[config.mk]
export PLATFORM = sky130hd
export DESIGN_NAME = boolean_matrix_product_flat
export DESIGN_NICKNAME = d
export VERILOG_FILES = /design/src/rtl/core/bmp_pkg.sv /design/src/rtl/core/bmp_if.sv /design/src/rtl/core/bmp_ctrl.sv /design/src/rtl/core/bmp_dp.sv /design/src/rtl/core/boolean_matrix_product.sv /design/src/flat_wrapper.sv
export SDC_FILE = /design/constraint.sdc
export NUM_CORES = 1
export LEC_CHECK = 0
export ABC_AREA = 1
export BUFFER_PORTS_ARGS = -buffer_cell sky130_fd_sc_hd__buf_2
export CAP_MARGIN = 20
export CORE_ASPECT_RATIO = 2
export CORE_MARGIN = 2
export CORE_UTILIZATION = 43
export CTS_CLUSTER_DIAMETER = 100
export DETAILED_ROUTE_END_ITERATION = 12
export SLEW_MARGIN = 10
export SYNTH_ARGS = -nofsm -noshare
export SYNTH_HDL_FRONTEND = slang
export SYNTH_SLANG_ARGS = --single-unit
export TNS_END_PERCENT = 10
[constraint.sdc]
create_clock -name clk_i -period 3.1 [get_ports clk_i]
set_input_delay 0.155 -clock clk_i [delete_from_list [all_inputs] [get_ports clk_i]]
set_output_delay 0.155 -clock clk_i [all_outputs]
set_load 0.02 [all_outputs]
[src/rtl/core/bmp_pkg.sv]
// ----------------------------------------------------------------------------
// Boolean matrix product package
// Shared widths, request codes, register indexes and the control and status
// structs that link the controller to the datapath.
// ----------------------------------------------------------------------------
`default_nettype none

package bmp_pkg;

  // Field widths fixed by the request and result formats.
  localparam int FUNC_W    = 2;
  localparam int IDX_W     = 3;
  localparam int ROW_W     = 8;
  localparam int DIM_W     = 4;
  localparam int CFG_IDX_W = 2;

  // Request function codes.
  localparam logic [FUNC_W-1:0] FUNC_LOAD_A  = 2'd0;
  localparam logic [FUNC_W-1:0] FUNC_LOAD_B  = 2'd1;
  localparam logic [FUNC_W-1:0] FUNC_COMPUTE = 2'd2;

  // Configuration register indexes.
  localparam logic [CFG_IDX_W-1:0] CFG_ROW_COUNT   = 2'd0;
  localparam logic [CFG_IDX_W-1:0] CFG_INNER_COUNT = 2'd1;
  localparam logic [CFG_IDX_W-1:0] CFG_COL_COUNT   = 2'd2;

  // Commands from the controller to the datapath.
  typedef struct packed {
    logic load_a;
    logic load_b;
    logic start;
    logic emit;
  } bmp_cmd_t;

  // Status from the datapath to the controller.
  typedef struct packed {
    logic out_space;
    logic last;
  } bmp_sts_t;

endpackage

`default_nettype wire

[src/rtl/core/bmp_if.sv]
// ----------------------------------------------------------------------------
// Boolean matrix product channels
// Request channel (loads and compute) and result channel (one product row).
// ----------------------------------------------------------------------------
`default_nettype none

interface bmp_in_if;
  import bmp_pkg::*;

  logic              valid;
  logic              ready;
  logic [FUNC_W-1:0] func;
  logic [IDX_W-1:0]  row_index;
  logic [IDX_W-1:0]  col_index;
  logic              bit_value;

  modport source (output valid, output func, output row_index, output col_index,
                  output bit_value, input ready);
  modport sink   (input valid, input func, input row_index, input col_index,
                  input bit_value, output ready);
endinterface

interface bmp_out_if;
  import bmp_pkg::*;

  logic             valid;
  logic             ready;
  logic [IDX_W-1:0] out_row;
  logic [ROW_W-1:0] row_bits;
  logic             last_row;

  modport source (output valid, output out_row, output row_bits, output last_row,
                  input ready);
  modport sink   (input valid, input out_row, input row_bits, input last_row,
                  output ready);
endinterface

`default_nettype wire

[src/rtl/core/bmp_ctrl.sv]
// ----------------------------------------------------------------------------
// Boolean matrix product controller
// Decodes requests into datapath commands and sequences the product rows.
// ----------------------------------------------------------------------------
`default_nettype none

module bmp_ctrl (
  input  wire logic                      clk_i,
  input  wire logic                      rst_ni,
  input  wire logic                      in_valid_i,
  input  wire logic [bmp_pkg::FUNC_W-1:0] func_i,
  output logic                           in_ready_o,
  input  wire bmp_pkg::bmp_sts_t         sts_i,
  output bmp_pkg::bmp_cmd_t              cmd_o
);
  import bmp_pkg::*;

  localparam logic StIdle = 1'b0;
  localparam logic StRun  = 1'b1;

  logic state_q, state_d;
  logic accept;

  // Requests are taken only while no product is being walked.
  assign in_ready_o = (state_q == StIdle);
  assign accept     = in_valid_i && in_ready_o;

  // Command decode.
  always_comb begin
    cmd_o        = '0;
    cmd_o.load_a = accept && (func_i == FUNC_LOAD_A);
    cmd_o.load_b = accept && (func_i == FUNC_LOAD_B);
    cmd_o.start  = accept && (func_i == FUNC_COMPUTE);
    cmd_o.emit   = (state_q == StRun) && sts_i.out_space;
  end

  // Next state: run until the final row has been placed in the output register.
  always_comb begin
    state_d = state_q;
    unique case (state_q)
      StIdle: begin
        if (cmd_o.start) state_d = StRun;
      end
      StRun: begin
        if (cmd_o.emit && sts_i.last) state_d = StIdle;
      end
      default: state_d = StIdle;
    endcase
  end

  always_ff @(posedge clk_i or negedge rst_ni) begin
    if (!rst_ni) begin
      state_q <= StIdle;
    end else begin
      state_q <= state_d;
    end
  end

endmodule

`default_nettype wire

[src/rtl/core/bmp_dp.sv]
// ----------------------------------------------------------------------------
// Boolean matrix product datapath
// Holds both matrices, the dimension registers, the row counter and the
// result register, and forms one product row per emit command.
// ----------------------------------------------------------------------------
`default_nettype none

module bmp_dp #(
  parameter int MAX_DIM = 8
) (
  input  wire logic                         clk_i,
  input  wire logic                         rst_ni,
  input  wire logic                         cfg_we_i,
  input  wire logic [bmp_pkg::CFG_IDX_W-1:0] cfg_idx_i,
  input  wire logic [bmp_pkg::DIM_W-1:0]     cfg_data_i,
  input  wire logic [bmp_pkg::IDX_W-1:0]     row_index_i,
  input  wire logic [bmp_pkg::IDX_W-1:0]     col_index_i,
  input  wire logic                         bit_value_i,
  input  wire bmp_pkg::bmp_cmd_t            cmd_i,
  output bmp_pkg::bmp_sts_t                 sts_o,
  input  wire logic                         out_ready_i,
  output logic                              out_valid_o,
  output logic [bmp_pkg::IDX_W-1:0]          out_row_o,
  output logic [bmp_pkg::ROW_W-1:0]          row_bits_o,
  output logic                              last_row_o
);
  import bmp_pkg::*;

  localparam logic [DIM_W-1:0] MaxDimV = DIM_W'(MAX_DIM);

  logic [DIM_W-1:0] row_cnt_q, inner_cnt_q, col_cnt_q;
  logic [DIM_W-1:0] rows_c, inner_c, cols_c;
  logic [ROW_W-1:0] a_q [MAX_DIM];
  logic [ROW_W-1:0] b_q [MAX_DIM];
  logic [IDX_W-1:0] idx_q;
  logic [ROW_W-1:0] a_row;
  logic [ROW_W-1:0] prod;
  logic             last;
  logic             out_valid_q;
  logic [IDX_W-1:0] out_row_q;
  logic [ROW_W-1:0] row_bits_q;
  logic             last_row_q;

  // Dimension registers.
  always_ff @(posedge clk_i or negedge rst_ni) begin
    if (!rst_ni) begin
      row_cnt_q   <= DIM_W'(1);
      inner_cnt_q <= DIM_W'(1);
      col_cnt_q   <= DIM_W'(1);
    end else if (cfg_we_i) begin
      unique case (cfg_idx_i)
        CFG_ROW_COUNT:   row_cnt_q   <= cfg_data_i;
        CFG_INNER_COUNT: inner_cnt_q <= cfg_data_i;
        CFG_COL_COUNT:   col_cnt_q   <= cfg_data_i;
        default: ;
      endcase
    end
  end

  // A zero dimension counts as one; anything above the maximum saturates.
  always_comb begin
    rows_c  = (row_cnt_q == '0) ? DIM_W'(1) : (row_cnt_q > MaxDimV) ? MaxDimV : row_cnt_q;
    inner_c = (inner_cnt_q == '0) ? DIM_W'(1)
            : (inner_cnt_q > MaxDimV) ? MaxDimV : inner_cnt_q;
    cols_c  = (col_cnt_q == '0) ? DIM_W'(1) : (col_cnt_q > MaxDimV) ? MaxDimV : col_cnt_q;
  end

  // Matrix storage: each load writes a single bit in place.
  always_ff @(posedge clk_i) begin
    for (int r = 0; r < MAX_DIM; r++) begin
      for (int c = 0; c < MAX_DIM; c++) begin
        if (row_index_i == IDX_W'(r) && col_index_i == IDX_W'(c)) begin
          if (cmd_i.load_a) a_q[r][c] <= bit_value_i;
          if (cmd_i.load_b) b_q[r][c] <= bit_value_i;
        end
      end
    end
  end

  // Select the current row of the first matrix.
  always_comb begin
    a_row = '0;
    for (int r = 0; r < MAX_DIM; r++) begin
      if (idx_q == IDX_W'(r)) a_row = a_q[r];
    end
  end

  // One product row: OR of the second-matrix rows picked by the first-matrix row.
  always_comb begin
    prod = '0;
    for (int k = 0; k < MAX_DIM; k++) begin
      if (a_row[k] && (DIM_W'(k) < inner_c)) prod = prod | b_q[k];
    end
    for (int j = 0; j < ROW_W; j++) begin
      if (DIM_W'(j) >= cols_c) prod[j] = 1'b0;
    end
  end

  assign last = (({1'b0, idx_q} + DIM_W'(1)) == rows_c);

  // Row counter.
  always_ff @(posedge clk_i or negedge rst_ni) begin
    if (!rst_ni) begin
      idx_q <= '0;
    end else if (cmd_i.start) begin
      idx_q <= '0;
    end else if (cmd_i.emit) begin
      idx_q <= idx_q + IDX_W'(1);
    end
  end

  // Result register valid flag.
  always_ff @(posedge clk_i or negedge rst_ni) begin
    if (!rst_ni) begin
      out_valid_q <= 1'b0;
    end else if (cmd_i.emit) begin
      out_valid_q <= 1'b1;
    end else if (out_ready_i) begin
      out_valid_q <= 1'b0;
    end
  end

  // Result register payload.
  always_ff @(posedge clk_i) begin
    if (cmd_i.emit) begin
      out_row_q  <= idx_q;
      row_bits_q <= prod;
      last_row_q <= last;
    end
  end

  assign sts_o.out_space = !out_valid_q || out_ready_i;
  assign sts_o.last      = last;

  assign out_valid_o = out_valid_q;
  assign out_row_o   = out_row_q;
  assign row_bits_o  = row_bits_q;
  assign last_row_o  = last_row_q;

endmodule

`default_nettype wire

[src/rtl/core/boolean_matrix_product.sv]
// ----------------------------------------------------------------------------
// Boolean matrix product engine
// Loads two bit matrices one element at a time and emits their OR-of-AND
// product one row per result.
// ----------------------------------------------------------------------------
// Usage:
//   Request channel in_if carries func, row_index, col_index and bit_value.
//   A load of either matrix produces no result, so loads can stream at one
//   per cycle while no compute is in progress. A compute request walks the
//   product rows from row 0, one row per cycle through the result register
//   while the receiver does not stall, and marks the final row with last_row.
//   While a compute is in progress the request channel is not ready; it opens
//   again once the final row is registered. Acceptance moves the controller to
//   its run state; the first row is then registered. A receiver stall holds
//   the current row in the result register and pauses the row walk. Dimensions
//   are to be written on the cfg port only while idle; the block does not
//   enforce this. Reset sets all three dimensions to one and empties the
//   result register; matrix contents are undefined until loaded.
// ----------------------------------------------------------------------------
`default_nettype none

module boolean_matrix_product #(
  parameter int MAX_DIM = 8
) (
  input  wire logic                         clk_i,
  input  wire logic                         rst_ni,
  input  wire logic                         cfg_we_i,
  input  wire logic [bmp_pkg::CFG_IDX_W-1:0] cfg_idx_i,
  input  wire logic [bmp_pkg::DIM_W-1:0]     cfg_data_i,
  bmp_in_if.sink                            in_if,
  bmp_out_if.source                         out_if
);
  import bmp_pkg::*;

  bmp_cmd_t cmd;
  bmp_sts_t sts;

  // Controller.
  bmp_ctrl u_ctrl (
    .clk_i      (clk_i),
    .rst_ni     (rst_ni),
    .in_valid_i (in_if.valid),
    .func_i     (in_if.func),
    .in_ready_o (in_if.ready),
    .sts_i      (sts),
    .cmd_o      (cmd)
  );

  // Datapath.
  bmp_dp #(
    .MAX_DIM (MAX_DIM)
  ) u_dp (
    .clk_i       (clk_i),
    .rst_ni      (rst_ni),
    .cfg_we_i    (cfg_we_i),
    .cfg_idx_i   (cfg_idx_i),
    .cfg_data_i  (cfg_data_i),
    .row_index_i (in_if.row_index),
    .col_index_i (in_if.col_index),
    .bit_value_i (in_if.bit_value),
    .cmd_i       (cmd),
    .sts_o       (sts),
    .out_ready_i (out_if.ready),
    .out_valid_o (out_if.valid),
    .out_row_o   (out_if.out_row),
    .row_bits_o  (out_if.row_bits),
    .last_row_o  (out_if.last_row)
  );

endmodule

`default_nettype wire

[src/flat_wrapper.sv]
// flat-port wrapper written by rule: the top's interface ports become plain ports
module boolean_matrix_product_flat import bmp_pkg::*;
#(
  parameter int MAX_DIM = 8
)
  (clk_i, rst_ni, cfg_we_i, cfg_idx_i, cfg_data_i, in_if_valid, in_if_func, in_if_row_index, in_if_col_index, in_if_bit_value, in_if_ready, out_if_valid, out_if_out_row, out_if_row_bits, out_if_last_row, out_if_ready);
  bmp_in_if in_if_i ();
  bmp_out_if out_if_i ();
  input  wire logic clk_i;
  input  wire logic rst_ni;
  input  wire logic cfg_we_i;
  input  wire logic [bmp_pkg::CFG_IDX_W-1:0] cfg_idx_i;
  input  wire logic [bmp_pkg::DIM_W-1:0] cfg_data_i;
  input wire logic [$bits(in_if_i.valid)-1:0] in_if_valid;
  input wire logic [$bits(in_if_i.func)-1:0] in_if_func;
  input wire logic [$bits(in_if_i.row_index)-1:0] in_if_row_index;
  input wire logic [$bits(in_if_i.col_index)-1:0] in_if_col_index;
  input wire logic [$bits(in_if_i.bit_value)-1:0] in_if_bit_value;
  output wire logic [$bits(in_if_i.ready)-1:0] in_if_ready;
  output wire logic [$bits(out_if_i.valid)-1:0] out_if_valid;
  output wire logic [$bits(out_if_i.out_row)-1:0] out_if_out_row;
  output wire logic [$bits(out_if_i.row_bits)-1:0] out_if_row_bits;
  output wire logic [$bits(out_if_i.last_row)-1:0] out_if_last_row;
  input wire logic [$bits(out_if_i.ready)-1:0] out_if_ready;
  assign in_if_i.valid = in_if_valid;
  assign in_if_i.func = in_if_func;
  assign in_if_i.row_index = in_if_row_index;
  assign in_if_i.col_index = in_if_col_index;
  assign in_if_i.bit_value = in_if_bit_value;
  assign in_if_ready = in_if_i.ready;
  assign out_if_valid = out_if_i.valid;
  assign out_if_out_row = out_if_i.out_row;
  assign out_if_row_bits = out_if_i.row_bits;
  assign out_if_last_row = out_if_i.last_row;
  assign out_if_i.ready = out_if_ready;
  boolean_matrix_product #(.MAX_DIM(MAX_DIM)) u_core (.clk_i(clk_i), .rst_ni(rst_ni), .cfg_we_i(cfg_we_i), .cfg_idx_i(cfg_idx_i), .cfg_data_i(cfg_data_i), .in_if(in_if_i), .out_if(out_if_i));
endmodule
=== Word level (Yosys, flattened, before mapping) ===
Memory sizes are Yosys's and may differ from the RTL's.
Cells that the tools add are included.

* Equality and inequality tests: 26
* Multipliers: 0
* Multiplexer cells: 329
* Bitwise logic cells: 8
* Reductions and logical operators: 107
* Magnitude comparators: 19
* Divide/modulo/power cells: 0
* Shifts and indexed selects: 0
* $add $sub $neg: 2

{| class="wikitable"
|+ Operators by type and width
! cell !! count
|-
| $mux 8 || 44
|-
| $mux 1 || 262
|-
| $reduce_or 8->1 || 14
|-
| $logic_and 1x1->1 || 78
|-
| $or 8x8->8 || 7
|-
| $mux 3 || 16
|-
| $eq 3x3->1 const B || 12
|-
| $mux 4 || 6
|-
| $eq 3x2->1 const B || 6
|-
| $ge 3x4->1 const A || 4
|-
| $lt 3x4->1 const A || 4
|-
| $gt 4x4->1 const B || 3
|-
| $logic_not 4->1 || 3
|-
| $eq 3x1->1 const B || 3
|-
| $logic_not 3->1 || 3
|-
| $ge 1x4->1 const A || 2
|-
| $ge 2x4->1 const A || 2
|-
| $lt 1x4->1 const A || 2
|-
| $lt 2x4->1 const A || 2
|-
| $reduce_and 2->1 || 3
|-
| $add 3x1->4 const B || 1
|-
| $eq 2x1->1 const B || 2
|-
| $eq 2x2->1 const B || 2
|-
| $eq 4x4->1 || 1
|-
| 7 further kinds || 9
|}

* Bits in registers: 29
* Output and inout bits: 14
* Bits in latches: 0
* ROM bits: 0
* Memories kept: 2
* Memory bits (writable): 128

{| class="wikitable"
|+ Memories
! memory !! words !! width !! read ports !! clocked after memory_dff !! wr ports !! line !! text
|-
| u_core.u_dp.a_q || 8 || 8 || 8 || 0 || 1 || bmp_dp.sv:33 || <nowiki>logic [ROW_W-1:0] a_q [MAX_DIM];</nowiki>
|-
| u_core.u_dp.b_q || 8 || 8 || 8 || 0 || 1 || bmp_dp.sv:34 || <nowiki>logic [ROW_W-1:0] b_q [MAX_DIM];</nowiki>
|}

=== Logic depth before layout (Yosys ltp) ===
Gate-level depths: netlist of run 1.

* Word-level depth: 25
* Depth in mapped cells: 16
* Depth with buffers taken out: 16

=== By module ===
From an unflattened synthesis of run 1, not the netlist that was laid out.

* Cell total of the unflattened synthesis: 776
* Area total of the unflattened synthesis: 7452.1 sq um

{| class="wikitable"
|+ Modules (own cells, without submodules)
! module !! seq. area each (sq um) !! cells an instance !! times used !! area an instance (sq um)
|-
| bmp_dp || 4608.2 || 757 || 1 || 7357.1
|-
| bmp_ctrl || 25.0 || 19 || 1 || 95.1
|}

=== Least setup slack after synthesis of run 1 ===
Ideal clock, no wire load.

* Path type: reg2reg
* Start point: reg u_core.u_dp.idx_q[2]
* End point: reg u_core.u_dp.row_bits_q[0] (netlist: u_core.u_dp.row_bits_o[0]), data pin
* Arrival time: 1854 ps
* Stages on the path, launching flop included: 17
* Setup slack: 985 ps
* Required time: 2839 ps
* Cells stage by stage: dfrtp_1 > inv_4 > ha_1 > clkbuf_1 > inv_1 > o21ai_0 > inv_1 > nand2_1 > nand2_1 > nand2_1 > nand2_1 > nand2_1 > nand2_2 > nand3_1 > nand2_1 > nor2_1 > nand3b_1

* Longest elaborated chain between the ends: 25

{| class="wikitable"
|+ RTL lines
! element !! line !! text
|-
| start: declaration || bmp_dp.sv:35 || <nowiki>logic [IDX_W-1:0] idx_q;</nowiki>
|-
| start signal: assignment || bmp_dp.sv:108 || <nowiki>idx_q <= idx_q + IDX_W'(1);</nowiki>
|-
| $logic_not 3->1 || bmp_dp.sv:84 || <nowiki>if (idx_q == IDX_W'(r)) a_row = a_q[r];</nowiki>
|-
| $mux 8 (7 in series) || bmp_dp.sv:84 ||
|-
| $mux 8 (*) || bmp_dp.sv:84 ||
|-
| $logic_and 1x1->1 || bmp_dp.sv:92 || <nowiki>if (a_row[k] && (DIM_W'(k) < inner_c)) prod = prod | b_q[k];</nowiki>
|-
| $mux 8 || bmp_dp.sv:92 ||
|-
| $or 8x8->8 || bmp_dp.sv:92 ||
|-
| $mux 8 || bmp_dp.sv:92 ||
|-
| $or 8x8->8 || bmp_dp.sv:92 ||
|-
| [3 not listed] || -- ||
|-
| $or 8x8->8 || bmp_dp.sv:92 ||
|-
| $mux 8 || bmp_dp.sv:92 ||
|-
| $or 8x8->8 || bmp_dp.sv:92 ||
|-
| $mux 8 || bmp_dp.sv:92 ||
|-
| $or 8x8->8 || bmp_dp.sv:92 ||
|-
| $mux 8 || bmp_dp.sv:92 ||
|-
| $or 8x8->8 || bmp_dp.sv:92 ||
|-
| $mux 8 (*) || bmp_dp.sv:92 ||
|-
| end signal: assignment || bmp_dp.sv:127 || <nowiki>row_bits_q <= prod;</nowiki>
|-
| end: declaration || bmp_dp.sv:41 || <nowiki>logic [ROW_W-1:0] row_bits_q;</nowiki>
|}

Mark *: on every way between the ends. The rest lies on a longest branch, timed or not.
A chain may end at the register's enable or synchronous reset.

=== Final worst setup path of run 1 ===
* Start point: reg u_core.u_dp.idx_q[0]
* End point: reg u_core.u_dp.row_bits_q[3] (netlist: u_core.u_dp.row_bits_o[3]), data pin

The elaborated chain is that of the path after synthesis.

==> impl_metrics.ini, run 1 <==
[worst_setup_path]
regToRegSetupSlack_ns = 0.44
r2r_end = u_core.u_dp.row_bits_o[3]
critical_path_peak_fanout = 16
startpoint_type = register
r2r_cells = 12
worstSetupEndpointType = register
worst_ep_required_time_ns = 3.28
worst-setup-path-type = reg2reg
worstPathArrival_ns = 2.84
regToRegStartpoint = u_core.u_dp.idx_q[0]

[placement]
place.detailed.hpwl_um = 15400
dp_slack_ns = 0.470
io_buffers = 33
dpl-instance-area_um2 = 7850
globalplace.congestion = 0.959

[sta]
rsz0062_at_grt = no
setup_viol_count_final = 0
hold_ws_ns = 0.0234
setup_ws_ns = 0.439
fin_crit_ns = 2.66
timing.max_slew.rel_slack_pct = 26.5
fmaxAchievable_mhz = 376
tightestPinTransition_ns = 1.10
timing_hold_violations_final = 0
final.period_utilization_pct = 85.8
finalClockSkew_ns = 0.00686
timing.setup.tns_ns = 0
finalMaxSlewViolations = 0

[cells_and_area]
commonest_cells_after_routing_fill_and_taps_aside = 195 x sky130_fd_sc_hd__nand2_1, 171 x sky130_fd_sc_hd__nor2_1, 140 x sky130_fd_sc_hd__edfxtp_1, 89 x sky130_fd_sc_hd__nand3_1, 56 x sky130_fd_sc_hd__inv_1
number_of_antenna_cells_inserted = 0
area_delta_synth_final_pct = 14.6
layout-drive-gt1-share_pct = 13.6
n_fill_cell = 1592
layout.area.seq_um2 = 4630
final_area_um2 = 8440
most_common_library_cell_in_the_layout_ignoring_fill_and_taps = sky130_fd_sc_hd__nand2_1
multi_input_area_um2 = 2460
layout.nets = 861

[logic_synthesis]
dominantRegCellSynth = sky130_fd_sc_hd__edfxtp_1
mappedNetlistArea_um2 = 7370
synth-async-reset-ratio_pct = 10.8
synth-seq-cells = 157
synth_sequential_area_ratio_pct = 62.9
ys_warn_count = 0
synth.distinct_cells = 33
synthesis.instances = 785
synth-edff-count = 140
syn-num-nets = 811
avgSynthCellArea_um2 = 9.39

[min_path]
timing.hold.worst_endpoint = u_core.u_ctrl.state_q
worstHoldStart = in_if_func[1]
min_delay_worst_type = in2reg
worst_hold_path.num_cells = 3

[global_route]
grt_remaining_overflow = 0
via_count_of_the_first_global_routing_pass = 5675
grt_antenna_before_repair = 0
grt_util_all_layers_pct = 23.9
grt_max_degree = 65
global_route_wire_length_before_repair_um = 31000

[cts]
clock_tree.buffer_depth = 2
clock_tree.htree_level_count = 4
postCtsSetupRepairBufs = 0
tritoncts = done
clk_pin_slew_ns = 0.07
tritoncts_num_sinks = 157
worst_skew_pair.late_latency_ns = 0.43
cts_made_buffers = 17
cts_root_buf = sky130_fd_sc_hd__clkbuf_16

[floorplan]
core_area_um2 = 16800
fp.dieH_um = 189
core.rowCount = 67
pin_count = 34
die_x_um = 96.6
initial_utilization_pct = 43.9
die_area_um2 = 18300

[detailed_routing]
drt-total-wl_um = 21000
drtAntennaViolNets = 0
num_vias = 5723
drt-initial-drc-count = 337
detail_route.wl_per_cell_um = 19.9
detail_route.vias_per_cell = 5.42
drt_pass1_iterations = 5
remaining_drc_errors = 0

[power_and_ir_drop]
p_comb_share_pct = 34.0
register_share_of_total_power_pct = 37.3
cellInternalPower_mw = 4.29
total_switching_power_mw = 2.66
power.share.switching_pct = 38.3
pwr_dens_nw_per_um2 = 823
largest_vdd_supply_drop_mv = 0.344
share_clk_of_total_power_pct = 28.7
leakagePower_nw = 3.18

[outcome]
run_status = complete, no violations

[run]
max-cap-violations = 0
-- cells by family (layout without fill, tap and decap cells) --
group / count (synthesis) / count (layout) / share of synthesized area (%)
simple gates: 499 / 499 / 28.4
buf+inv: 78 / 141 / 4.18
xor+xnor: 4 / 4 / 0.475
flops: 157 / 157 / 62.9
fa+ha+maj: 6 / 6 / 1.02
compound gates: 41 / 41 / 3.04
-- stage by stage --
stage | cells | util (%) | total power, mW
floorplan | 785 | - | 4.20
global placement | 1020 | 46.8 | 4.95
detailed placement | 1020 | 46.8 | 4.98
CTS | 1054 | 50.3 | 6.97
global route | 1055 | 50.4 | 7.31
finish | 1055 | 50.4 | 6.95
-- sequential cells by signal, summed over array words and instances, names as in the netlist --
register / cells
u_core.u_ctrl.state_q: 1
u_core.u_dp.inner_cnt_q: 4
u_core.u_dp.b_q: 64
u_core.u_dp.last_row_o: 1
u_core.u_dp.col_cnt_q: 4
u_core.u_dp.idx_q: 3
u_core.u_dp.row_bits_o: 8
u_core.u_dp.row_cnt_q: 4
u_core.u_dp.out_row_o: 3
u_core.u_dp.out_valid_o: 1
u_core.u_dp.a_q: 64
-- final cells by class --
type / count / share of cell area (%)
clock buffers: 17 / 5.04
multi-input cells: 550 / 29.2
repair buffers: 51 / 3.59
flip-flops and latches: 157 / 54.9
inverters: 58 / 2.61
well taps: 207 / 3.07
clock inverters: 15 / 1.66
-- cells in the mapped netlist (4+ instances only) --
| master | n | area, um2 |
|---|---|---|
| sky130_fd_sc_hd__clkbuf_1 | 13 | 48.8 |
| sky130_fd_sc_hd__a21oi_1 | 10 | 50.1 |
| sky130_fd_sc_hd__nand2_2 | 9 | 56.3 |
| sky130_fd_sc_hd__edfxtp_1 | 140 | 4200 |
| sky130_fd_sc_hd__ha_1 | 6 | 75.1 |
| sky130_fd_sc_hd__nand2_1 | 195 | 732 |
| sky130_fd_sc_hd__o21ai_0 | 22 | 110 |
| sky130_fd_sc_hd__dfrtp_1 | 14 | 350 |
| sky130_fd_sc_hd__or2_2 | 7 | 43.8 |
| sky130_fd_sc_hd__nor2_1 | 171 | 642 |
| sky130_fd_sc_hd__xor2_1 | 4 | 35.0 |
| sky130_fd_sc_hd__buf_2 | 4 | 20.0 |
| sky130_fd_sc_hd__nor3_1 | 17 | 85.1 |
| sky130_fd_sc_hd__inv_1 | 56 | 210 |
| sky130_fd_sc_hd__nand3_1 | 91 | 455 |
-- routing by layer --
metal  part of all wire, %  routed length [um]  global-route usage (%)  vias up
met5                     0                   0                       0        -
met4                   5.6                1170                    14.9        0
met3                   3.8                 807                    3.34       59
met2                    55               11600                    43.6      194
met1                    35                7390                    24.7     2754
li1                      -                   -                       -     2716
-- how the worst max path moves through the flow --
| stage | endpoint | start | cells past startpoint | slack, ns |
|---|---|---|---|---|
| finish | u_core.u_dp.row_bits_o[3] | u_core.u_dp.idx_q[0] | 12 | 0.44 |
| global route | u_core.u_dp.row_bits_o[6] | u_core.u_dp.idx_q[0] | 12 | 0.24 |
| CTS | u_core.u_dp.row_bits_o[6] | u_core.u_dp.idx_q[0] | 12 | 0.46 |
| detailed placement | u_core.u_dp.row_bits_o[0] | u_core.u_dp.idx_q[0] | 12 | 0.47 |
| global placement | u_core.u_dp.row_bits_o[0] | u_core.u_dp.idx_q[0] | 12 | 0.52 |
| floorplan | u_core.u_dp.row_bits_o[0] | u_core.u_dp.idx_q[2] | 16 | 0.98 |
-- power by group through the flow --
stage | clock (mW) | sequential [mW] | combinational [mW]
final | 1.99 | 2.59 | 2.36
after global routing | 2.09 | 2.61 | 2.61
after CTS | 2.02 | 2.59 | 2.36
after detailed placement | 0 | 2.64 | 2.35
after global placement | 0 | 2.62 | 2.32
after floorplan | 0 | 2.72 | 1.48
-- timing repair --
action                    4_1_cts  5_1_grt
hold buffers                    2        0
hold endpoints to repair       18        0
resized for setup               0        0
-- worst max-delay path, cell delays in order, from the launching register on --
cell	delay, ns
sky130_fd_sc_hd__dfrtp_1	0.43
sky130_fd_sc_hd__inv_1	0.16
sky130_fd_sc_hd__ha_1	0.38
sky130_fd_sc_hd__nand2_2	0.25
sky130_fd_sc_hd__or2_2	0.34
sky130_fd_sc_hd__nand2_1	0.11
sky130_fd_sc_hd__nand2_1	0.07
sky130_fd_sc_hd__nand2_1	0.07
sky130_fd_sc_hd__nand2_2	0.11
sky130_fd_sc_hd__nand3_1	0.10
sky130_fd_sc_hd__nand2_1	0.08
sky130_fd_sc_hd__nor2_1	0.19
sky130_fd_sc_hd__a21oi_1	0.10
Note: power is estimated with default switching activity, not from simulation.
==> run 2: changes to the inputs <==
--- a/config.mk
+++ b/config.mk
@@ -13,6 +13,7 @@
 export CORE_UTILIZATION = 43
 export CTS_CLUSTER_DIAMETER = 100
 export DETAILED_ROUTE_END_ITERATION = 12
+export MAX_ROUTING_LAYER = met4
 export SLEW_MARGIN = 10
 export SYNTH_ARGS = -nofsm -noshare
 export SYNTH_HDL_FRONTEND = slang
==> run 2 against run 1 <==
Via count hardly changed. Non-clock buffer count is 1 higher. Wire length is 1.1% higher. Flip-flop and latch count stayed put. Critical path depth stayed put. Combinational power hardly changed. Clock power is 7% higher. Largest cell class unchanged.
==> impl_metrics.ini, run 2 (synthesis results as in run 1) <==
[outcome]
run_status = complete, no violations

[power_and_ir_drop]
total_switching_power_mw = 2.66
power.share.switching_pct = 37.5
cellInternalPower_mw = 4.44
pwr_dens_nw_per_um2 = 837
share_clk_of_total_power_pct = 29.9
p_comb_share_pct = 33.6
leakagePower_nw = 3.19
register_share_of_total_power_pct = 36.5
largest_vdd_supply_drop_mv = 0.421

[worst_setup_path]
r2r_end = u_core.u_dp.row_bits_o[6]
regToRegSetupSlack_ns = 0.36
worstPathArrival_ns = 2.91
critical_path_peak_fanout = 16
critPathCapture = u_core.u_dp.row_bits_o[6]
worst-setup-path-type = reg2reg
setup.worst_path.start = u_core.u_dp.idx_q[0]
worst_ep_required_time_ns = 3.27
r2r_cells = 12
worstSetupEndpointType = register
regToRegStartpoint = u_core.u_dp.idx_q[0]
startpoint_type = register

[sta]
fin_crit_ns = 2.74
timing.setup.tns_ns = 0
rsz0062_at_grt = no
final.period_utilization_pct = 88.5
finalClockSkew_ns = 0.00867
timing.max_slew.rel_slack_pct = 25.3
fmaxAchievable_mhz = 365
setup_viol_count_final = 0
finalMaxSlewViolations = 0
setup_ws_ns = 0.357
timing_hold_violations_final = 0
tightestPinTransition_ns = 1.11

[cts]
cts_root_buf = sky130_fd_sc_hd__clkbuf_16
clk_pin_slew_ns = 0.06
tritoncts_num_sinks = 157
tritoncts = done
cts_made_buffers = 17
clock_tree.htree_level_count = 4
clock_tree.buffer_depth = 2
postCtsSetupRepairBufs = 0
worst_skew_pair.late_latency_ns = 0.43

[cells_and_area]
postLayoutCoreUtil_pct = 50.6
commonest_cells_after_routing_fill_and_taps_aside = 195 x sky130_fd_sc_hd__nand2_1, 171 x sky130_fd_sc_hd__nor2_1, 140 x sky130_fd_sc_hd__edfxtp_1, 89 x sky130_fd_sc_hd__nand3_1, 56 x sky130_fd_sc_hd__inv_1
n_fill_cell = 1591
layout.area.seq_um2 = 4630
number_of_antenna_cells_inserted = 0
layout.nets = 862
final_cells = 1056
most_common_library_cell_in_the_layout_ignoring_fill_and_taps = sky130_fd_sc_hd__nand2_1
layout-drive-gt1-share_pct = 13.4
area_delta_synth_final_pct = 15.1
multi_input_area_um2 = 2460

[min_path]
worst_hold_path.num_cells = 3
worstHoldStart = in_if_func[1]
min_delay_worst_type = in2reg

[placement]
globalplace.congestion = 0.987
dp_slack_ns = 0.446
placed_cells = 1020
io_buffers = 33
place.detailed.hpwl_um = 15400

[detailed_routing]
detail_route.vias_per_cell = 5.42
drt-total-wl_um = 21200
drt_pass1_iterations = 5
drt-met1-wl_um = 7530
met2_wirelength_um = 11600
drtAntennaViolNets = 0
drt-initial-drc-count = 441
wl_met3_um = 836
num_vias = 5727
detail_route.wl_per_cell_um = 20.1
top_layer = met4
remaining_drc_errors = 0

[global_route]
global_route_wire_length_before_repair_um = 31700
grt_antenna_before_repair = 0
via_count_of_the_first_global_routing_pass = 5767
grt_remaining_overflow = 0
grt_util_all_layers_pct = 25.0
grt_max_degree = 65

[floorplan]
core.rowCount = 67
pin_count = 34
fp.dieH_um = 189
core_area_um2 = 16800
initial_utilization_pct = 43.9
die_area_um2 = 18300
die_x_um = 96.6

[run]
max-cap-violations = 0
==> run 2: layer usage <==
layer,global-route usage [%],up-vias
met2,44.0,198
met4,14.2,0
met1,25.0,2749
li1,-,2713
met5,-,-
met3,4.81,67
==> run 2: cell type report <==
cell class	instances	share of cell area, %
flip-flops and latches	157	54.6
multi-input cells	550	29.0
clock buffers	18	5.06
repair buffers	52	3.63
well taps	207	3.05
inverters	58	2.60
clock inverters	14	2.02
==> run 2: power by group through the flow <==
stage          combinational (mW)  clock, mW  sequential [mW]
6_report                     2.38       2.12             2.59
4_1_cts                      2.36       2.14             2.59
3_5_place_dp                 2.35          0             2.64
2_1_floorplan                1.48          0             2.72
5_1_grt                      2.62       2.23             2.61
3_3_place_gp                 2.31          0             2.62
==> run 2: metrics by stage <==
stage	hold WS [ns]	power, mW	cell area, um2
final	0.0197	7.10	8480
after floorplan	-0.141	4.20	7370
after global routing	0.0440	7.46	8480
after global placement	0.0941	4.94	7850
after detailed placement	0.108	4.99	7850
after CTS	0.0159	7.09	8470
==> run 2: worst min path at each step <==
stage	endpoint
2_1_floorplan	u_core.u_ctrl.state_q
4_1_cts	u_core.u_ctrl.state_q
6_report	u_core.u_ctrl.state_q
3_3_place_gp	u_core.u_dp.idx_q[2]
5_1_grt	u_core.u_dp.col_cnt_q[0]
3_5_place_dp	u_core.u_dp.idx_q[1]
==> run 2: worst max-delay path, stage by stage, from the launching register on <==
cell and delay [ns]:
sky130_fd_sc_hd__dfrtp_1 0.43, sky130_fd_sc_hd__inv_1 0.17, sky130_fd_sc_hd__ha_1 0.41, sky130_fd_sc_hd__nand2_2 0.26, sky130_fd_sc_hd__or2_2 0.34, sky130_fd_sc_hd__nand2_1 0.09
sky130_fd_sc_hd__nand2_1 0.06, sky130_fd_sc_hd__nand2_1 0.09, sky130_fd_sc_hd__nand2_2 0.13, sky130_fd_sc_hd__nand3_1 0.11, sky130_fd_sc_hd__nand2_1 0.09, sky130_fd_sc_hd__nor2_1 0.19
sky130_fd_sc_hd__a21oi_1 0.11
==> run 2: repair_timing <==
action,4_1_cts,5_1_grt
endpoints found under the hold margin,18,0
gates resized for setup,0,0
endpoints found under the setup margin,0,0
hold buffers,2,0
==> run 3: changes to the inputs <==
--- a/config.mk
+++ b/config.mk
@@ -14,6 +14,7 @@
 export CTS_CLUSTER_DIAMETER = 100
 export DETAILED_ROUTE_END_ITERATION = 12
 export MAX_ROUTING_LAYER = met4
+export RECOVER_POWER = 50
 export SLEW_MARGIN = 10
 export SYNTH_ARGS = -nofsm -noshare
 export SYNTH_HDL_FRONTEND = slang
==> run 3 against run 2 <==
Highest routed layer unchanged. Sequential share of layout area up 0.081 points. Combinational power about the same. Cell count unchanged. Non-clock buffer count unchanged. Final area down 0.15%. Via count up 0.38%. Core utilization down 0.075 points. The run now ends with max-capacitance violations, max-slew violations left. First-iteration DRC count up 0.68%. Critical path depth unchanged. Critical path type unchanged. Power down 0.16%.
==> impl_metrics.ini, run 3 (synthesis results as in run 1) <==
[detailed_routing]
detail_route.vias_per_cell = 5.44
drt_pass1_iterations = 5
remaining_drc_errors = 0
detail_route.wl_per_cell_um = 20.1
drt-initial-drc-count = 444
drtAntennaViolNets = 0
drt-total-wl_um = 21200
num_vias = 5749

[power_and_ir_drop]
pwr_dens_nw_per_um2 = 837
leakagePower_nw = 3.17
total_switching_power_mw = 2.65
cellInternalPower_mw = 4.43
p_comb_share_pct = 33.5
largest_vdd_supply_drop_mv = 0.421
share_clk_of_total_power_pct = 29.9
power.share.switching_pct = 37.5
register_share_of_total_power_pct = 36.6

[worst_setup_path]
r2r_end = u_core.u_dp.row_bits_o[6]
worst-setup-path-type = reg2reg
startpoint_type = register
critical_path_peak_fanout = 16
critPathSlowestCell = sky130_fd_sc_hd__dfrtp_1
worstPathCellList = inv_1, ha_1, nand2_2, or2_2, nand2_1, nand2_1, nand2_1, nand2_2, nand3_1, nand2_1, nor2_1, a21oi_1
r2r_cells = 12
worstPathArrival_ns = 2.90
delay_of_the_slowest_cell_on_the_worst_path_ns = 0.43
worstSetupEndpointType = register
regToRegStartpoint = u_core.u_dp.idx_q[0]
worst_ep_required_time_ns = 3.27
regToRegSetupSlack_ns = 0.37
crit_path_frequent_cell = sky130_fd_sc_hd__nand2_1

[sta]
timing.setup.tns_ns = 0
final.period_utilization_pct = 88.1
fin_crit_ns = 2.73
fmaxAchievable_mhz = 366
tightestPinTransition_ns = 1.61
finalClockSkew_ns = 0.0101
rsz0062_at_grt = no
setup_ws_ns = 0.368
finalMaxSlewViolations = 87
timing_hold_violations_final = 0
setup_viol_count_final = 0
timing.max_slew.rel_slack_pct = -7.30

[cells_and_area]
most_common_library_cell_in_the_layout_ignoring_fill_and_taps = sky130_fd_sc_hd__nand2_1
final_cells = 1056
n_fill_cell = 1591
layout.area.seq_um2 = 4630
layout.nets = 862
commonest_cells_after_routing_fill_and_taps_aside = 195 x sky130_fd_sc_hd__nand2_1, 171 x sky130_fd_sc_hd__nor2_1, 140 x sky130_fd_sc_hd__edfxtp_1, 89 x sky130_fd_sc_hd__nand3_1, 56 x sky130_fd_sc_hd__inv_1
number_of_antenna_cells_inserted = 0
layout-drive-gt1-share_pct = 12.4
multi_input_area_um2 = 2460
area_delta_synth_final_pct = 15.0

[min_path]
timing.hold.worst_endpoint = u_core.u_ctrl.state_q
worstHoldStart = in_if_func[1]
worst_hold_path.num_cells = 3
min_delay_worst_type = in2reg

[global_route]
grt_max_degree = 65
grt_antenna_before_repair = 0
global_route_wire_length_before_repair_um = 31700
grt_util_all_layers_pct = 25.0
via_count_of_the_first_global_routing_pass = 5767
grt_remaining_overflow = 0

[cts]
clock_tree.htree_level_count = 4
clk_pin_slew_ns = 0.06
clock_tree.buffer_depth = 2
worst_skew_pair.late_latency_ns = 0.43
cts_made_buffers = 17
cts_root_buf = sky130_fd_sc_hd__clkbuf_16
tritoncts = done
tritoncts_num_sinks = 157
post_cts.resized_instances = 0

[run]
max-cap-violations = 2

[floorplan]
core_area_um2 = 16800
pin_count = 34
die_x_um = 96.6
initial_utilization_pct = 43.9
core.rowCount = 67
fp.dieH_um = 189
die_area_um2 = 18300

[placement]
io_buffers = 33
globalplace.congestion = 0.987
placed_cells = 1020
dp_slack_ns = 0.446
place.detailed.hpwl_um = 15400

[outcome]
failed_checks = max-capacitance violations, max-slew violations
run_status = finished with violations
## run 3: how the worst max path moves through the flow
stage	cells past startpoint	slack (ns)	to	start
after floorplan	16	0.98	u_core.u_dp.row_bits_o[0]	u_core.u_dp.idx_q[2]
after global placement	12	0.53	u_core.u_dp.row_bits_o[0]	u_core.u_dp.idx_q[0]
after detailed placement	12	0.45	u_core.u_dp.row_bits_o[6]	u_core.u_dp.idx_q[0]
after CTS	12	0.43	u_core.u_dp.row_bits_o[6]	u_core.u_dp.idx_q[0]
after global routing	12	0.23	u_core.u_dp.row_bits_o[2]	u_core.u_dp.idx_q[0]
final	12	0.37	u_core.u_dp.row_bits_o[6]	u_core.u_dp.idx_q[0]
## run 3: per-stage QoR
stage	cell area, um2	power [mW]	hold slack, ns	utilization, %
CTS	8470	7.09	0.0159	50.5
global placement	7850	4.94	0.0941	46.8
detailed placement	7850	4.99	0.108	46.8
floorplan	7370	4.20	-0.141	-
global route	8470	7.45	0.0488	50.5
finish	8470	7.09	0.0203	50.5
## run 3: cell type report
cell class                      count  share of cell area [%]
Clock inverter                     14                    2.02
Multi-Input combinational cell    550                    29.1
Sequential cell                   157                    54.7
Timing Repair Buffer               52                    3.49
Inverter                           58                    2.60
Clock buffer                       18                    5.07
Tap cell                          207                    3.06
## run 3: metal layers
layer | share of wire [%] | up-vias | track usage, %
met2 | 55 | 222 | 44.0
met3 | 4.3 | 63 | 4.81
met5 | 0 | - | -
li1 | - | 2716 | -
met4 | 5.7 | 0 | 14.2
met1 | 35 | 2748 | 25.0
## run 3: critical path, delay by kind of cell (launching register included)
kind / cells / cell delay (ns)
AOI/OAI and AO/OA: 1 / 0.10
adders and majority gates: 1 / 0.40
buffers and inverters: 1 / 0.17
DFF: 1 / 0.43
and+or+nand+nor: 9 / 1.34
## run 3: power groups by stage
stage	registers (mW)	clock network, mW	logic, mW
floorplan	2.72	0	1.48
global placement	2.62	0	2.31
detailed placement	2.64	0	2.35
CTS	2.59	2.14	2.36
global route	2.61	2.23	2.61
finish	2.59	2.12	2.38
## run 3: repair_timing
item                                    CTS  global route
hold buffers                              2             0
endpoints found under the setup margin    0             0
hold endpoints to repair                 18             0
setup buffers                             0             0
